## src/rtl/websocket_frame_deframer_top_defines.svh

```systemverilog
// assertion macros shared by the websocket deframer modules
`ifndef WEBSOCKET_FRAME_DEFRAMER_TOP_DEFINES_SVH
`define WEBSOCKET_FRAME_DEFRAMER_TOP_DEFINES_SVH

// same-cycle implication, disabled during reset
`define WSD_ASSERT_NOW(lbl, ante, cons, msg) \
	lbl: assert property (@(posedge clk) disable iff (!arst_n) (ante) |-> (cons)) else $error(msg);

// next-cycle implication, disabled during reset
`define WSD_ASSERT_NEXT(lbl, ante, cons, msg) \
	lbl: assert property (@(posedge clk) disable iff (!arst_n) (ante) |=> (cons)) else $error(msg);

`endif

```

## src/rtl/wsd_pkg.sv

```systemverilog
// types, constants and helpers for the websocket deframer
package wsd_pkg;

	localparam int LEN_W      = 17;
	localparam int PING_W     = 16;
	localparam int BYTE_W     = 8;
	localparam int MAX_PUSH   = 4;
	localparam int PUSH_W     = 3;
	localparam int QUEUE_AW   = 3;
	localparam int CFG_ADDR_W = 2;
	localparam int CFG_DATA_W = 17;
	localparam int TDATA_W    = 32;

	typedef enum logic [1:0] {
		KIND_TEXT  = 2'd0,
		KIND_END   = 2'd1,
		KIND_PONG  = 2'd2,
		KIND_ERROR = 2'd3
	} kind_t;

	typedef enum logic [2:0] {
		ERR_CLOSE     = 3'd0,
		ERR_UNMASKED  = 3'd1,
		ERR_OVERSIZE  = 3'd2,
		ERR_FRAGMENT  = 3'd3,
		ERR_TEXT_LONG = 3'd4,
		ERR_PING_LONG = 3'd5
	} err_t;

	typedef enum logic [5:0] {
		PH_HDR0    = 6'b000001,
		PH_HDR1    = 6'b000010,
		PH_EXT16   = 6'b000100,
		PH_EXT64   = 6'b001000,
		PH_MASK    = 6'b010000,
		PH_PAYLOAD = 6'b100000
	} phase_t;

	localparam logic [CFG_ADDR_W-1:0] REG_MAX_PAYLOAD = 2'd0;
	localparam logic [CFG_ADDR_W-1:0] REG_MAX_TEXT    = 2'd1;
	localparam logic [CFG_ADDR_W-1:0] REG_MAX_PING    = 2'd2;

	localparam logic [LEN_W-1:0]  RST_MAX_PAYLOAD = 17'd65536;
	localparam logic [LEN_W-1:0]  RST_MAX_TEXT    = 17'd4094;
	localparam logic [PING_W-1:0] RST_MAX_PING    = 16'd8192;

	localparam logic [3:0] OP_TEXT  = 4'h1;
	localparam logic [3:0] OP_CLOSE = 4'h8;
	localparam logic [3:0] OP_PING  = 4'h9;

	localparam logic [6:0] LEN_CODE_EXT16 = 7'd126;
	localparam logic [6:0] LEN_CODE_EXT64 = 7'd127;
	localparam logic [7:0] PONG_HEADER    = 8'h8A;
	localparam logic [7:0] PONG_EXT16     = 8'd126;
	localparam logic [LEN_W-1:0] PONG_SHORT_MAX = 17'd125;

	localparam logic [3:0] EXT16_BYTES = 4'd2;
	localparam logic [3:0] EXT64_BYTES = 4'd8;
	localparam logic [3:0] MASK_BYTES  = 4'd4;

	typedef struct packed {
		kind_t             kind;
		logic [BYTE_W-1:0] data;
		logic              last;
		logic [LEN_W-1:0]  msg_length;
		err_t              error_code;
	} result_t;

	typedef struct packed {
		logic [PUSH_W-1:0]           num;
		result_t [MAX_PUSH-1:0]      res;
	} push_t;

	typedef struct packed {
		logic [LEN_W-1:0]  max_payload_len;
		logic [LEN_W-1:0]  max_text_len;
		logic [PING_W-1:0] max_ping_len;
	} cfg_t;

	function automatic result_t mk_result(kind_t k, logic [BYTE_W-1:0] d, logic l,
			logic [LEN_W-1:0] len, err_t e);
		result_t r;
		r.kind       = k;
		r.data       = d;
		r.last       = l;
		r.msg_length = len;
		r.error_code = e;
		return r;
	endfunction

endpackage

```

## src/rtl/wsd_parser.sv

```systemverilog
// frame header parser, unmasking and result generation for one byte per cycle while fire is high
`include "websocket_frame_deframer_top_defines.svh"

module wsd_parser (
	input  logic                          clk,
	input  logic                          arst_n,
	input  logic                          fire,
	input  logic [wsd_pkg::BYTE_W-1:0]    rx_byte,
	input  wsd_pkg::cfg_t                 cfg,
	output wsd_pkg::push_t                push
);

	wsd_pkg::phase_t               phase_q, phase_n;
	logic                          failed_q, failed_n;
	logic                          fin_q, fin_n;
	logic [3:0]                    op_q, op_n;
	logic                          mask_q, mask_n;
	logic [wsd_pkg::LEN_W-1:0]     len_q, len_n;
	logic                          ovf_q, ovf_n;
	logic [3:0]                    cnt_q, cnt_n;
	logic [31:0]                   key_q, key_n;
	logic [wsd_pkg::LEN_W-1:0]     idx_q, idx_n;
	wsd_pkg::push_t                push_n;

	always_comb begin
		logic                      len_done;
		logic                      hdr_done;
		logic                      fail_now;
		wsd_pkg::err_t             fail_code;
		logic [7:0]                key_byte;
		logic [7:0]                d;
		logic                      done;

		phase_n   = phase_q;
		failed_n  = failed_q;
		fin_n     = fin_q;
		op_n      = op_q;
		mask_n    = mask_q;
		len_n     = len_q;
		ovf_n     = ovf_q;
		cnt_n     = cnt_q;
		key_n     = key_q;
		idx_n     = idx_q;
		push_n    = '0;
		len_done  = 1'b0;
		hdr_done  = 1'b0;
		fail_now  = 1'b0;
		fail_code = wsd_pkg::ERR_CLOSE;
		key_byte  = '0;
		d         = '0;
		done      = 1'b0;

		if (fire && !failed_q) begin
			case (phase_q)
				wsd_pkg::PH_HDR0: begin
					fin_n   = rx_byte[7];
					op_n    = rx_byte[3:0];
					phase_n = wsd_pkg::PH_HDR1;
				end
				wsd_pkg::PH_HDR1: begin
					mask_n = rx_byte[7];
					len_n  = '0;
					ovf_n  = 1'b0;
					cnt_n  = '0;
					if (rx_byte[6:0] == wsd_pkg::LEN_CODE_EXT16) begin
						phase_n = wsd_pkg::PH_EXT16;
					end else if (rx_byte[6:0] == wsd_pkg::LEN_CODE_EXT64) begin
						phase_n = wsd_pkg::PH_EXT64;
					end else begin
						len_n    = {10'd0, rx_byte[6:0]};
						len_done = 1'b1;
					end
				end
				wsd_pkg::PH_EXT16, wsd_pkg::PH_EXT64: begin
					if (len_q[16:9] != '0) begin
						ovf_n = 1'b1;
					end
					len_n = {len_q[8:0], rx_byte};
					cnt_n = cnt_q + 4'd1;
					if (cnt_n >= ((phase_q == wsd_pkg::PH_EXT16) ?
							wsd_pkg::EXT16_BYTES : wsd_pkg::EXT64_BYTES)) begin
						len_done = 1'b1;
					end
				end
				wsd_pkg::PH_MASK: begin
					key_n = {key_q[23:0], rx_byte};
					cnt_n = cnt_q + 4'd1;
					if (cnt_n >= wsd_pkg::MASK_BYTES) begin
						hdr_done = 1'b1;
					end
				end
				wsd_pkg::PH_PAYLOAD: begin
					case (idx_q[1:0])
						2'd0: key_byte = key_q[31:24];
						2'd1: key_byte = key_q[23:16];
						2'd2: key_byte = key_q[15:8];
						default: key_byte = key_q[7:0];
					endcase
					d     = rx_byte ^ key_byte;
					idx_n = idx_q + wsd_pkg::LEN_W'(1);
					done  = (idx_n >= len_q);
					if (op_q == wsd_pkg::OP_PING) begin
						push_n.num    = 3'd1;
						push_n.res[0] = wsd_pkg::mk_result(wsd_pkg::KIND_PONG, d, done,
							'0, wsd_pkg::ERR_CLOSE);
					end else if (op_q == wsd_pkg::OP_TEXT) begin
						push_n.num    = done ? 3'd2 : 3'd1;
						push_n.res[0] = wsd_pkg::mk_result(wsd_pkg::KIND_TEXT, d, 1'b0,
							'0, wsd_pkg::ERR_CLOSE);
						push_n.res[1] = wsd_pkg::mk_result(wsd_pkg::KIND_END, '0, 1'b0,
							len_q, wsd_pkg::ERR_CLOSE);
					end
					if (done) begin
						phase_n = wsd_pkg::PH_HDR0;
					end
				end
				default: begin
					phase_n = wsd_pkg::PH_HDR0;
				end
			endcase

			if (len_done) begin
				cnt_n = '0;
				if (!mask_n) begin
					fail_now  = 1'b1;
					fail_code = wsd_pkg::ERR_UNMASKED;
				end else if (ovf_n || (len_n > cfg.max_payload_len)) begin
					fail_now  = 1'b1;
					fail_code = wsd_pkg::ERR_OVERSIZE;
				end else begin
					key_n   = '0;
					phase_n = wsd_pkg::PH_MASK;
				end
			end

			if (hdr_done) begin
				idx_n   = '0;
				cnt_n   = '0;
				phase_n = (len_q == '0) ? wsd_pkg::PH_HDR0 : wsd_pkg::PH_PAYLOAD;
				if (op_q == wsd_pkg::OP_CLOSE) begin
					fail_now  = 1'b1;
					fail_code = wsd_pkg::ERR_CLOSE;
				end else if (op_q == wsd_pkg::OP_PING) begin
					if (len_q > {1'b0, cfg.max_ping_len}) begin
						fail_now  = 1'b1;
						fail_code = wsd_pkg::ERR_PING_LONG;
					end else begin
						push_n.res[0] = wsd_pkg::mk_result(wsd_pkg::KIND_PONG,
							wsd_pkg::PONG_HEADER, 1'b0, '0, wsd_pkg::ERR_CLOSE);
						if (len_q <= wsd_pkg::PONG_SHORT_MAX) begin
							push_n.num    = 3'd2;
							push_n.res[1] = wsd_pkg::mk_result(wsd_pkg::KIND_PONG,
								len_q[7:0], (len_q == '0), '0, wsd_pkg::ERR_CLOSE);
						end else begin
							push_n.num    = 3'd4;
							push_n.res[1] = wsd_pkg::mk_result(wsd_pkg::KIND_PONG,
								wsd_pkg::PONG_EXT16, 1'b0, '0, wsd_pkg::ERR_CLOSE);
							push_n.res[2] = wsd_pkg::mk_result(wsd_pkg::KIND_PONG,
								len_q[15:8], 1'b0, '0, wsd_pkg::ERR_CLOSE);
							push_n.res[3] = wsd_pkg::mk_result(wsd_pkg::KIND_PONG,
								len_q[7:0], 1'b0, '0, wsd_pkg::ERR_CLOSE);
						end
					end
				end else if (op_q == wsd_pkg::OP_TEXT) begin
					if (!fin_q) begin
						fail_now  = 1'b1;
						fail_code = wsd_pkg::ERR_FRAGMENT;
					end else if (len_q > cfg.max_text_len) begin
						fail_now  = 1'b1;
						fail_code = wsd_pkg::ERR_TEXT_LONG;
					end else if (len_q == '0) begin
						push_n.num    = 3'd1;
						push_n.res[0] = wsd_pkg::mk_result(wsd_pkg::KIND_END, '0, 1'b0,
							'0, wsd_pkg::ERR_CLOSE);
					end
				end
			end

			if (fail_now) begin
				failed_n      = 1'b1;
				phase_n       = wsd_pkg::PH_HDR0;
				push_n        = '0;
				push_n.num    = 3'd1;
				push_n.res[0] = wsd_pkg::mk_result(wsd_pkg::KIND_ERROR, '0, 1'b0, '0,
					fail_code);
			end
		end
	end

	always_ff @(posedge clk or negedge arst_n) begin
		if (!arst_n) begin
			phase_q  <= wsd_pkg::PH_HDR0;
			failed_q <= 1'b0;
			fin_q    <= 1'b0;
			op_q     <= '0;
			mask_q   <= 1'b0;
			len_q    <= '0;
			ovf_q    <= 1'b0;
			cnt_q    <= '0;
			key_q    <= '0;
			idx_q    <= '0;
		end else begin
			phase_q  <= phase_n;
			failed_q <= failed_n;
			fin_q    <= fin_n;
			op_q     <= op_n;
			mask_q   <= mask_n;
			len_q    <= len_n;
			ovf_q    <= ovf_n;
			cnt_q    <= cnt_n;
			key_q    <= key_n;
			idx_q    <= idx_n;
		end
	end

	assign push = push_n;

	`WSD_ASSERT_NEXT(a_failed_sticky, failed_q, failed_q, "error state left without reset")
	`WSD_ASSERT_NOW(a_failed_silent, failed_q, push_n.num == '0, "results after error")
	`WSD_ASSERT_NOW(a_payload_len, phase_q == wsd_pkg::PH_PAYLOAD, len_q != '0,
		"payload phase with zero length")

endmodule

```

## src/rtl/wsd_queue.sv

```systemverilog
// result queue taking up to four entries per cycle and giving one per cycle while out_ready is high
`include "websocket_frame_deframer_top_defines.svh"

module wsd_queue #(
	parameter int QUEUE_AW = wsd_pkg::QUEUE_AW
) (
	input  logic             clk,
	input  logic             arst_n,
	input  wsd_pkg::push_t   push,
	output logic             room,
	output logic             out_valid,
	input  logic             out_ready,
	output wsd_pkg::result_t out_res
);

	localparam int DEPTH = 1 << QUEUE_AW;
	localparam int CNT_W = QUEUE_AW + 1;

	wsd_pkg::result_t    mem_q [DEPTH];
	logic [QUEUE_AW-1:0] wr_q;
	logic [QUEUE_AW-1:0] rd_q;
	logic [CNT_W-1:0]    cnt_q;
	logic                pop;

	assign pop       = out_valid && out_ready;
	assign out_valid = (cnt_q != '0);
	assign out_res   = mem_q[rd_q];
	assign room      = (cnt_q <= CNT_W'(DEPTH - wsd_pkg::MAX_PUSH));

	always_ff @(posedge clk) begin
		for (int i = 0; i < wsd_pkg::MAX_PUSH; i++) begin
			if (wsd_pkg::PUSH_W'(i) < push.num) begin
				mem_q[wr_q + QUEUE_AW'(i)] <= push.res[i];
			end
		end
	end

	always_ff @(posedge clk or negedge arst_n) begin
		if (!arst_n) begin
			wr_q  <= '0;
			rd_q  <= '0;
			cnt_q <= '0;
		end else begin
			wr_q  <= wr_q + QUEUE_AW'(push.num);
			rd_q  <= rd_q + QUEUE_AW'(pop);
			cnt_q <= cnt_q + CNT_W'(push.num) - CNT_W'(pop);
		end
	end

	`WSD_ASSERT_NOW(a_cnt_bound, 1'b1, cnt_q <= CNT_W'(DEPTH), "queue count above depth")
	`WSD_ASSERT_NOW(a_push_room, push.num != '0,
		cnt_q <= CNT_W'(DEPTH - wsd_pkg::MAX_PUSH), "push without room")
	`WSD_ASSERT_NEXT(a_pop_count, pop && (push.num == '0),
		cnt_q == $past(cnt_q) - CNT_W'(1), "pop did not lower count")

endmodule

```

## src/rtl/websocket_frame_deframer_top.sv

```systemverilog
// websocket client frame deframer: byte stream in, text/pong/error stream out
// a byte's results pass the input register and the result queue before they can be taken
// throughput: one byte per cycle while the queue has room; the parser is a single registered pass
// every byte holds the input until four queue slots are free, room for a ping header burst of four results
// reset: arst_n clears the parser, empties the result queue and restores register defaults
module websocket_frame_deframer_top #(
	parameter int QUEUE_AW = wsd_pkg::QUEUE_AW
) (
	input  logic                              clk,
	input  logic                              arst_n,
	input  logic                              s_tvalid,
	output logic                              s_tready,
	input  logic [wsd_pkg::BYTE_W-1:0]        s_tdata,   // rx_byte
	output logic                              m_tvalid,
	input  logic                              m_tready,
	output logic [wsd_pkg::TDATA_W-1:0]       m_tdata,   // data, msg_length, error_code
	output logic                              m_tlast,
	output logic [1:0]                        m_tuser,   // kind
	input  logic                              cfg_we,
	input  logic [wsd_pkg::CFG_ADDR_W-1:0]    cfg_addr,
	input  logic [wsd_pkg::CFG_DATA_W-1:0]    cfg_wdata
);

	wsd_pkg::cfg_t                  cfg_q;
	logic [wsd_pkg::BYTE_W-1:0]     byte_s1;
	logic                           valid_s1;
	logic                           room;
	logic                           consume;
	wsd_pkg::push_t                 push;
	wsd_pkg::result_t               out_res;

	always_ff @(posedge clk or negedge arst_n) begin
		if (!arst_n) begin
			cfg_q.max_payload_len <= wsd_pkg::RST_MAX_PAYLOAD;
			cfg_q.max_text_len    <= wsd_pkg::RST_MAX_TEXT;
			cfg_q.max_ping_len    <= wsd_pkg::RST_MAX_PING;
		end else if (cfg_we) begin
			case (cfg_addr)
				wsd_pkg::REG_MAX_PAYLOAD: cfg_q.max_payload_len <= cfg_wdata;
				wsd_pkg::REG_MAX_TEXT:    cfg_q.max_text_len    <= cfg_wdata;
				wsd_pkg::REG_MAX_PING:    cfg_q.max_ping_len    <= cfg_wdata[wsd_pkg::PING_W-1:0];
				default: ;
			endcase
		end
	end

	assign consume  = valid_s1 && room;
	assign s_tready = !valid_s1 || room;

	always_ff @(posedge clk or negedge arst_n) begin
		if (!arst_n) begin
			valid_s1 <= 1'b0;
		end else if (s_tvalid && s_tready) begin
			valid_s1 <= 1'b1;
		end else if (consume) begin
			valid_s1 <= 1'b0;
		end
	end

	always_ff @(posedge clk) begin
		if (s_tvalid && s_tready) begin
			byte_s1 <= s_tdata;
		end
	end

	wsd_parser u_parser (
		.clk     (clk),
		.arst_n  (arst_n),
		.fire    (consume),
		.rx_byte (byte_s1),
		.cfg     (cfg_q),
		.push    (push)
	);

	wsd_queue #(
		.QUEUE_AW (QUEUE_AW)
	) u_queue (
		.clk       (clk),
		.arst_n    (arst_n),
		.push      (push),
		.room      (room),
		.out_valid (m_tvalid),
		.out_ready (m_tready),
		.out_res   (out_res)
	);

	assign m_tdata = {4'd0, out_res.error_code, out_res.msg_length, out_res.data};
	assign m_tlast = out_res.last;
	assign m_tuser = out_res.kind;

endmodule

```

## config.mk

```make
export PLATFORM = sky130hd
export DESIGN_NAME = websocket_frame_deframer_top
export DESIGN_NICKNAME = d
export VERILOG_FILES = /design/src/rtl/wsd_pkg.sv /design/src/rtl/wsd_parser.sv /design/src/rtl/wsd_queue.sv /design/src/rtl/websocket_frame_deframer_top.sv
export VERILOG_INCLUDE_DIRS = /design/src /design/src/rtl
export SDC_FILE = /design/constraint.sdc
export NUM_CORES = 1
export LEC_CHECK = 0
export ABC_AREA = 1
export BUFFER_PORTS_ARGS = -buffer_cell sky130_fd_sc_hd__buf_2
export CAP_MARGIN = 20
export CORE_ASPECT_RATIO = 0.5
export CORE_UTILIZATION = 45
export CTS_BUF_LIST = sky130_fd_sc_hd__clkbuf_16
export CTS_CLUSTER_DIAMETER = 60
export DETAILED_ROUTE_END_ITERATION = 10
export GPL_TIMING_DRIVEN = 0
export PLACE_DENSITY_LB_ADDON = 0.3
export SYNTH_ARGS = -nofsm -noshare
export SYNTH_HDL_FRONTEND = slang
export SYNTH_SLANG_ARGS = --single-unit
```

## constraint.sdc

```tcl
create_clock -name clk -period 4.2 [get_ports clk]
set_input_delay 0.84 -clock clk [delete_from_list [all_inputs] [get_ports clk]]
set_output_delay 0.84 -clock clk [all_outputs]
set_load 0.02 [all_outputs]
```

# [Word level (Yosys, flattened, before mapping)]
# Memory sizes are Yosys's and may differ from the RTL's.
# Index checks and enable logic that the tools add are counted.
# W data, S select, Z words.
[word_totals] elab_cells=179 mem_count=1 register_bits=153 ramBits=248 in_bits=32 output_inout_bits=37
[op_classes] reduce_logical=25 n_eq_ne=15 magnitude_cmp=12 n_mux=98 addsub=9 n_bitwise=1
[mem_list] name="u_queue.mem_q" depth=8 width=31 read_ports=1 rd_ports_with_merged_regs=0 write_ports=4 line="wsd_queue.sv:19" source="wsd_pkg::result_t mem_q [DEPTH];"
[op_table] cell="$mux W127" count=5
[op_table] cell="$mux W31" count=6
[op_table] cell="$mux W32" count=4
[op_table] cell="$mux W62" count=2
[op_table] cell="$mux W93" count=1
[op_table] cell="$mux W17" count=4
[op_table] cell="$mux W61" count=1
[op_table] cell="$mux W3" count=18
[op_table] cell="$mux W6" count=9
[op_table] cell="$gt A17 B17 Y1" count=2
[op_table] cell="$pmux W17 S2" count=1
[op_table] cell="$mux W1" count=32
[op_table] cell="$mux W30" count=1
[op_table] cell="$mux W29" count=1
[op_table] cell="$pmux W6 S4" count=1
[op_table] cell="$pmux W8 S3" count=1
[op_table] cell="$add A17 B1 Y17 const B" count=1
[op_table] cell="$ge A17 B17 Y1" count=1
[op_table] cell="$gt A17 B16 Y1" count=1
[op_table] cell="$le A17 B7 Y1 const B" count=1
[op_table] cell="$logic_not A17 Y1" count=1
[op_table] cell="$mux W8" count=2
[op_table] cell="$eq A7 B7 Y1 const B" count=2
[op_table] cell="$reduce_and A2 Y1" count=7
[op_table] cell="other kinds (37)" count=55

# [Longest topological paths before layout]
[depth] depth_word=22 ltp_mapped=32 ltp_nobuf=31

# [Cells and area by module]
# A second synthesis with hierarchy kept.
[unflattened] cells_unflattened=4730 hier_area_um2=31343.8
[by_module_without_submodules] mod="wsd_queue" area_each_um2=21057.7 n_inst=1 cells_each=3368
[by_module_without_submodules] mod="wsd_parser" area_each_um2=7846.3 n_inst=1 cells_each=1119
[by_module_without_submodules] mod="websocket_frame_deframer_top" area_each_um2=2439.8 n_inst=1 cells_each=243

# [Worst setup path before layout]
# No wires, ideal clock.
[synth_path] path_kind="register -> register" start="register u_parser.idx_q[0] (netlist bit)" end="memory u_queue.mem_q[3][21] (netlist bit) (enable)" path_slack_ps=-188 n_path_buf=2 t_arrival_ps=4045 stages_incl_launch_ff=27 required_time_ps=3857 cell_sequence="dfrtp_1 -> ha_1 -> inv_1 -> nor3_1 -> nand3_1 -> nor3_1 -> nand4_1 -> nor3_1 -> nand4_1 -> xor2_1 -> inv_1 -> ha_1 -> a21oi_1 -> o21ai_0 -> a21oi_1 -> nand3_1 -> nor2_1 -> nand2_1 -> nand2_1 -> nand2_1 -> nand2_1 -> nand2_1 -> nand3_4 -> buf_6 -> nand2_2 -> buf_2 -> nand3_1"
[synth_lines] item="from (decl)" line="wsd_parser.sv:22" source="logic [wsd_pkg::LEN_W-1:0] idx_q, idx_n;"
[synth_lines] item="from (signal assigned)" line="wsd_parser.sv:212" source="idx_q <= idx_n;"
[synth_lines] item="to (decl)" line="wsd_queue.sv:19"

==> metrics.yaml <==
routing:
  routed_wl_microns: 92300
  routed_via_density: 5.89
  drt_iter0_drc: 3241
  num_vias: 24000
  drc_errors: 2
  firstDrtPassIters: 9
  wl_per_cell_microns: 22.6
  ant_nets: 0
die:
  die_w_microns: 321
  die-area_sq_mm: 0.0520
  fp-row-count: 58
  io_pins: 69
  core_sq_mm: 0.0503
  die_h_microns: 162
  initial_core_util: 0.456
cts:
  htreeDepth: 2
  insertion_delay_ns: 0.60
  cts_sinks: 401
  root_buffer: "clkbuf_16"
  cts_buffers: 40
  cts_tree: "built"
  clk_path_buf_depth: 3
  clk_pin_slew_worst_paths_ns: 0.07
  cts-hold-fix-buffers: 0
power_and_ir_drop:
  p_total_mw: 13.3
  pwr-share-clk: 0.273
  p_leak_nw: 12.0
  power.switching_mw: 5.73
  ir_drop_mv: 0.300
  power_density_mw_per_mm2: 477
  power_frac_seq: 0.335
  power.share.switching: 0.431
  internal_power_mw: 7.56
  combPwrFrac: 0.391
logic_synthesis:
  synth_area_sq_mm: 0.0230
  synth_ff_type: "dfxtp_1"
  synth_seq_area_share: 0.417
  netlist-cell-type-count: 56
  yosysWarnings: 0
  netlist_instances: 3157
  synth_enable_flop_cells: 80
  async_flop_share: 0.362
  postSynthAreaPerCell_sq_um: 7.27
  ys_ff_latch: 401
worst_setup_path:
  cp_slowest_cell: "buf_2"
  cp_max_fo: 11
  worst_ep_required_time_ns: 4.50
  path_buf_inv: 4
  crit_top_cell: "nand2_1"
  worstSetupPathType: "reg2reg"
  critical-path-max-stage-delay_ns: 0.44
  path_cells: "inv_1 -> nor3_4 -> nand3_2 -> nor2_2 -> nand2_2 -> nor3_4 -> nand4_1 -> nor3_2 -> nand2_1 -> xor2_2 -> inv_1 -> ha_1 -> nand2_4 -> o21ai_1 -> a21oi_2 -> nand4_1 -> nand2_1 -> nand2_4 -> buf_4 -> nand2_1 -> buf_2 -> nand3_4"
  arrival_ns: 4.70
  startpoint_type: "flop"
  crit_path_end_kind: "flop"
  crit_family: "simple AND/OR/NAND/NOR gates"
hold_path:
  hp-class: "in2async"
sta:
  min_period_over_period: 1.05
  relSlewSlack: 0.0405
  fin_skew_ns: 0.0275
  drv_slew: 0
  finalSetupViolCount: 283
  fmax_mhz: 227
  fin_setup_tns_ns: -22.89
  fin_crit_ns: 4.40
  fin_ws_ns: -0.199
  worstMarginPinSlew_ns: 1.43
  finalHoldViolCount: 0
  rsz0062_at_grt: "yes"
global_routing:
  grt_pass1_wl_microns: 134000
  antenna_found_initial: 1
  grt_max_degree: 79
  grt_pass1_vias: 22100
  track_usage: 0.343
  grt-ovfl-total: 0
finish:
  drive_above_1_share: 0.160
  area_growth_pct: 21.3
  fin_nets: 3477
placement:
  dpl.hpwl_microns: 65000
  place.gp.congestion: 1.02
  port_buffers: 64
status:
  status: "finished with violations"
  violations: "design-rule violations, negative setup slack"
run:
  drv_cap: 0
[synthesized netlist by cell type (3+ instances only)]
| library cell | number | area (sq um) |
|---|---|---|
| a21o_1 | 3 | 22.5 |
| a21oi_1 | 309 | 1550 |
| a31oi_1 | 32 | 200 |
| buf_1 | 11 | 41.3 |
| buf_2 | 44 | 220 |
| buf_4 | 10 | 75.1 |
| buf_6 | 5 | 56.3 |
| clkbuf_1 | 98 | 368 |
| clkinv_1 | 18 | 67.6 |
| dfrtp_1 | 131 | 3280 |
| dfstp_2 | 14 | 368 |
| dfxtp_1 | 176 | 3520 |
| edfxtp_1 | 80 | 2400 |
| ha_1 | 85 | 1060 |
| inv_1 | 326 | 1220 |
| inv_2 | 21 | 78.8 |
| nand2_1 | 674 | 2530 |
| nand2_2 | 14 | 87.6 |
| nand2_4 | 4 | 45.0 |
| nand3_1 | 204 | 1020 |
| nand3_4 | 4 | 70.1 |
| nand4_1 | 24 | 150 |
| nor2_1 | 297 | 1110 |
| nor2_2 | 8 | 50.1 |
| nor2_4 | 5 | 56.3 |
| nor3_1 | 24 | 120 |
| nor3_4 | 3 | 48.8 |
| o2111ai_1 | 7 | 61.3 |
| o211ai_1 | 35 | 263 |
| o21ai_0 | 334 | 1670 |
| o21ai_1 | 19 | 95.1 |
| o221ai_1 | 6 | 52.6 |
| o22ai_1 | 73 | 457 |
| or2_0 | 3 | 18.8 |
| or2_2 | 9 | 56.3 |
| xnor2_1 | 7 | 61.3 |
| xor2_1 | 18 | 158 |
[what timing repair did]
action                                 4_1_cts  5_1_grt
endpoints found under the hold margin        0        0
gates resized for setup                    182      230
setup buffers                               49       27
pin swaps                                   37       69
setup endpoints to repair                  328      343
cloned                                       9        4
[power groups by stage]
stage,clock network [mW],logic (mW),registers [mW]
6_report,3.63,5.20,4.46
5_1_grt,3.78,5.58,4.48
4_1_cts,3.62,4.90,4.44
3_5_place_dp,0,4.77,4.52
3_3_place_gp,0,4.71,4.52
2_1_floorplan,0,3.04,4.45
[cells by family after synthesis]
logic type / after synthesis / share of synthesized area
simple gates: 1278 / 0.236
fa+ha+maj: 87 / 0.0481
xor+xnor: 25 / 0.00954
other cells: 1 / 0.000163
flops: 401 / 0.417
buf+inv: 535 / 0.0936
compound gates: 830 / 0.195
[cell usage in the layout (no fill, tap or decap), types with 23 or more instances in the layout]
cell type,count
a31oi_1,31
dfxtp_1,176
buf_2,91
a21oi_1,286
o21ai_1,27
nand2_2,35
nand3_1,192
clkbuf_1,80
nor2_1,281
o22ai_1,70
buf_4,72
dfrtp_1,130
nand2_1,625
inv_1,325
edfxtp_1,80
o21ai_0,308
o211ai_1,35
clkbuf_16,48
nand4_1,24
ha_1,77
inv_2,23
[registers in the layout (all words and copies together), names as in the netlist, 3 cells and up]
| register | cells |
|---|---|
| u_queue.rd_q | 3 |
| cfg_q | 50 |
| u_parser.len_q | 17 |
| u_queue.mem_q | 248 |
| u_queue.wr_q | 3 |
| u_parser.phase_q | 6 |
| u_queue.cnt_q | 4 |
| u_parser.cnt_q | 4 |
| u_parser.key_q | 32 |
| u_parser.idx_q | 17 |
| byte_s1 | 8 |
| u_parser.op_q | 4 |
[layout make-up]
cell class	count	area [sq um]
diodes	1	2.50
plain buffers	168	1110
flip-flops and latches	401	9570
clock buffers	42	1050
multi-input cells	2230	12300
fillers	4771	22500
repair buffers	150	1250
well taps	690	863
inverters	367	1470
clock inverters	31	203
[layer usage]
metal / GRT usage / vias up / part of all wire
met2: 0.524 / 1401 / 0.43
met5: 0 / - / 0
li1: - / 11000 / -
met1: 0.466 / 11500 / 0.41
met3: 0.0913 / 227 / 0.12
met4: 0.126 / 0 / 0.038
[final timing paths]
path / start / endpoint / slack, ns / cells past startpoint
max: u_parser.idx_q[1]$_DFFE_PN0P_ / u_queue.mem_q[3][23]$_DFFE_PP_ / -0.20 / 22
min: arst_n / u_queue.cnt_q[3]$_DFF_PN0_ / 0.24 / 1
max reg2reg: u_parser.idx_q[1]$_DFFE_PN0P_ / u_queue.mem_q[3][23]$_DFFE_PP_ / -0.20 / 22
min reg2reg: u_queue.mem_q[7][16]$_SDFFE_PP0P_ / u_queue.mem_q[7][16]$_SDFFE_PP0P_ / 0.46 / 2
max in group asynchronous: arst_n / cfg_q[49]$_DFFE_PN1P_ / 3.03 / 2
min in group clk: s_tdata[1] / byte_s1[1]$_DFFE_PP_ / 0.42 / 1
[stage by stage]
step                cells  area [sq um]  setup WS, ns  utilization  hold WS, ns
floorplan            3160         23000        0.0145            -        0.436
global placement     3914         24200         -1.45        0.481        0.445
detailed placement   3915         24200         -1.43        0.481        0.450
CTS                  4046         26700        -0.183        0.530        0.274
global route         4079         27800        -0.391        0.553        0.304
finish               4080         27800        -0.199        0.554        0.240
(Power assumes the default switching activity.)
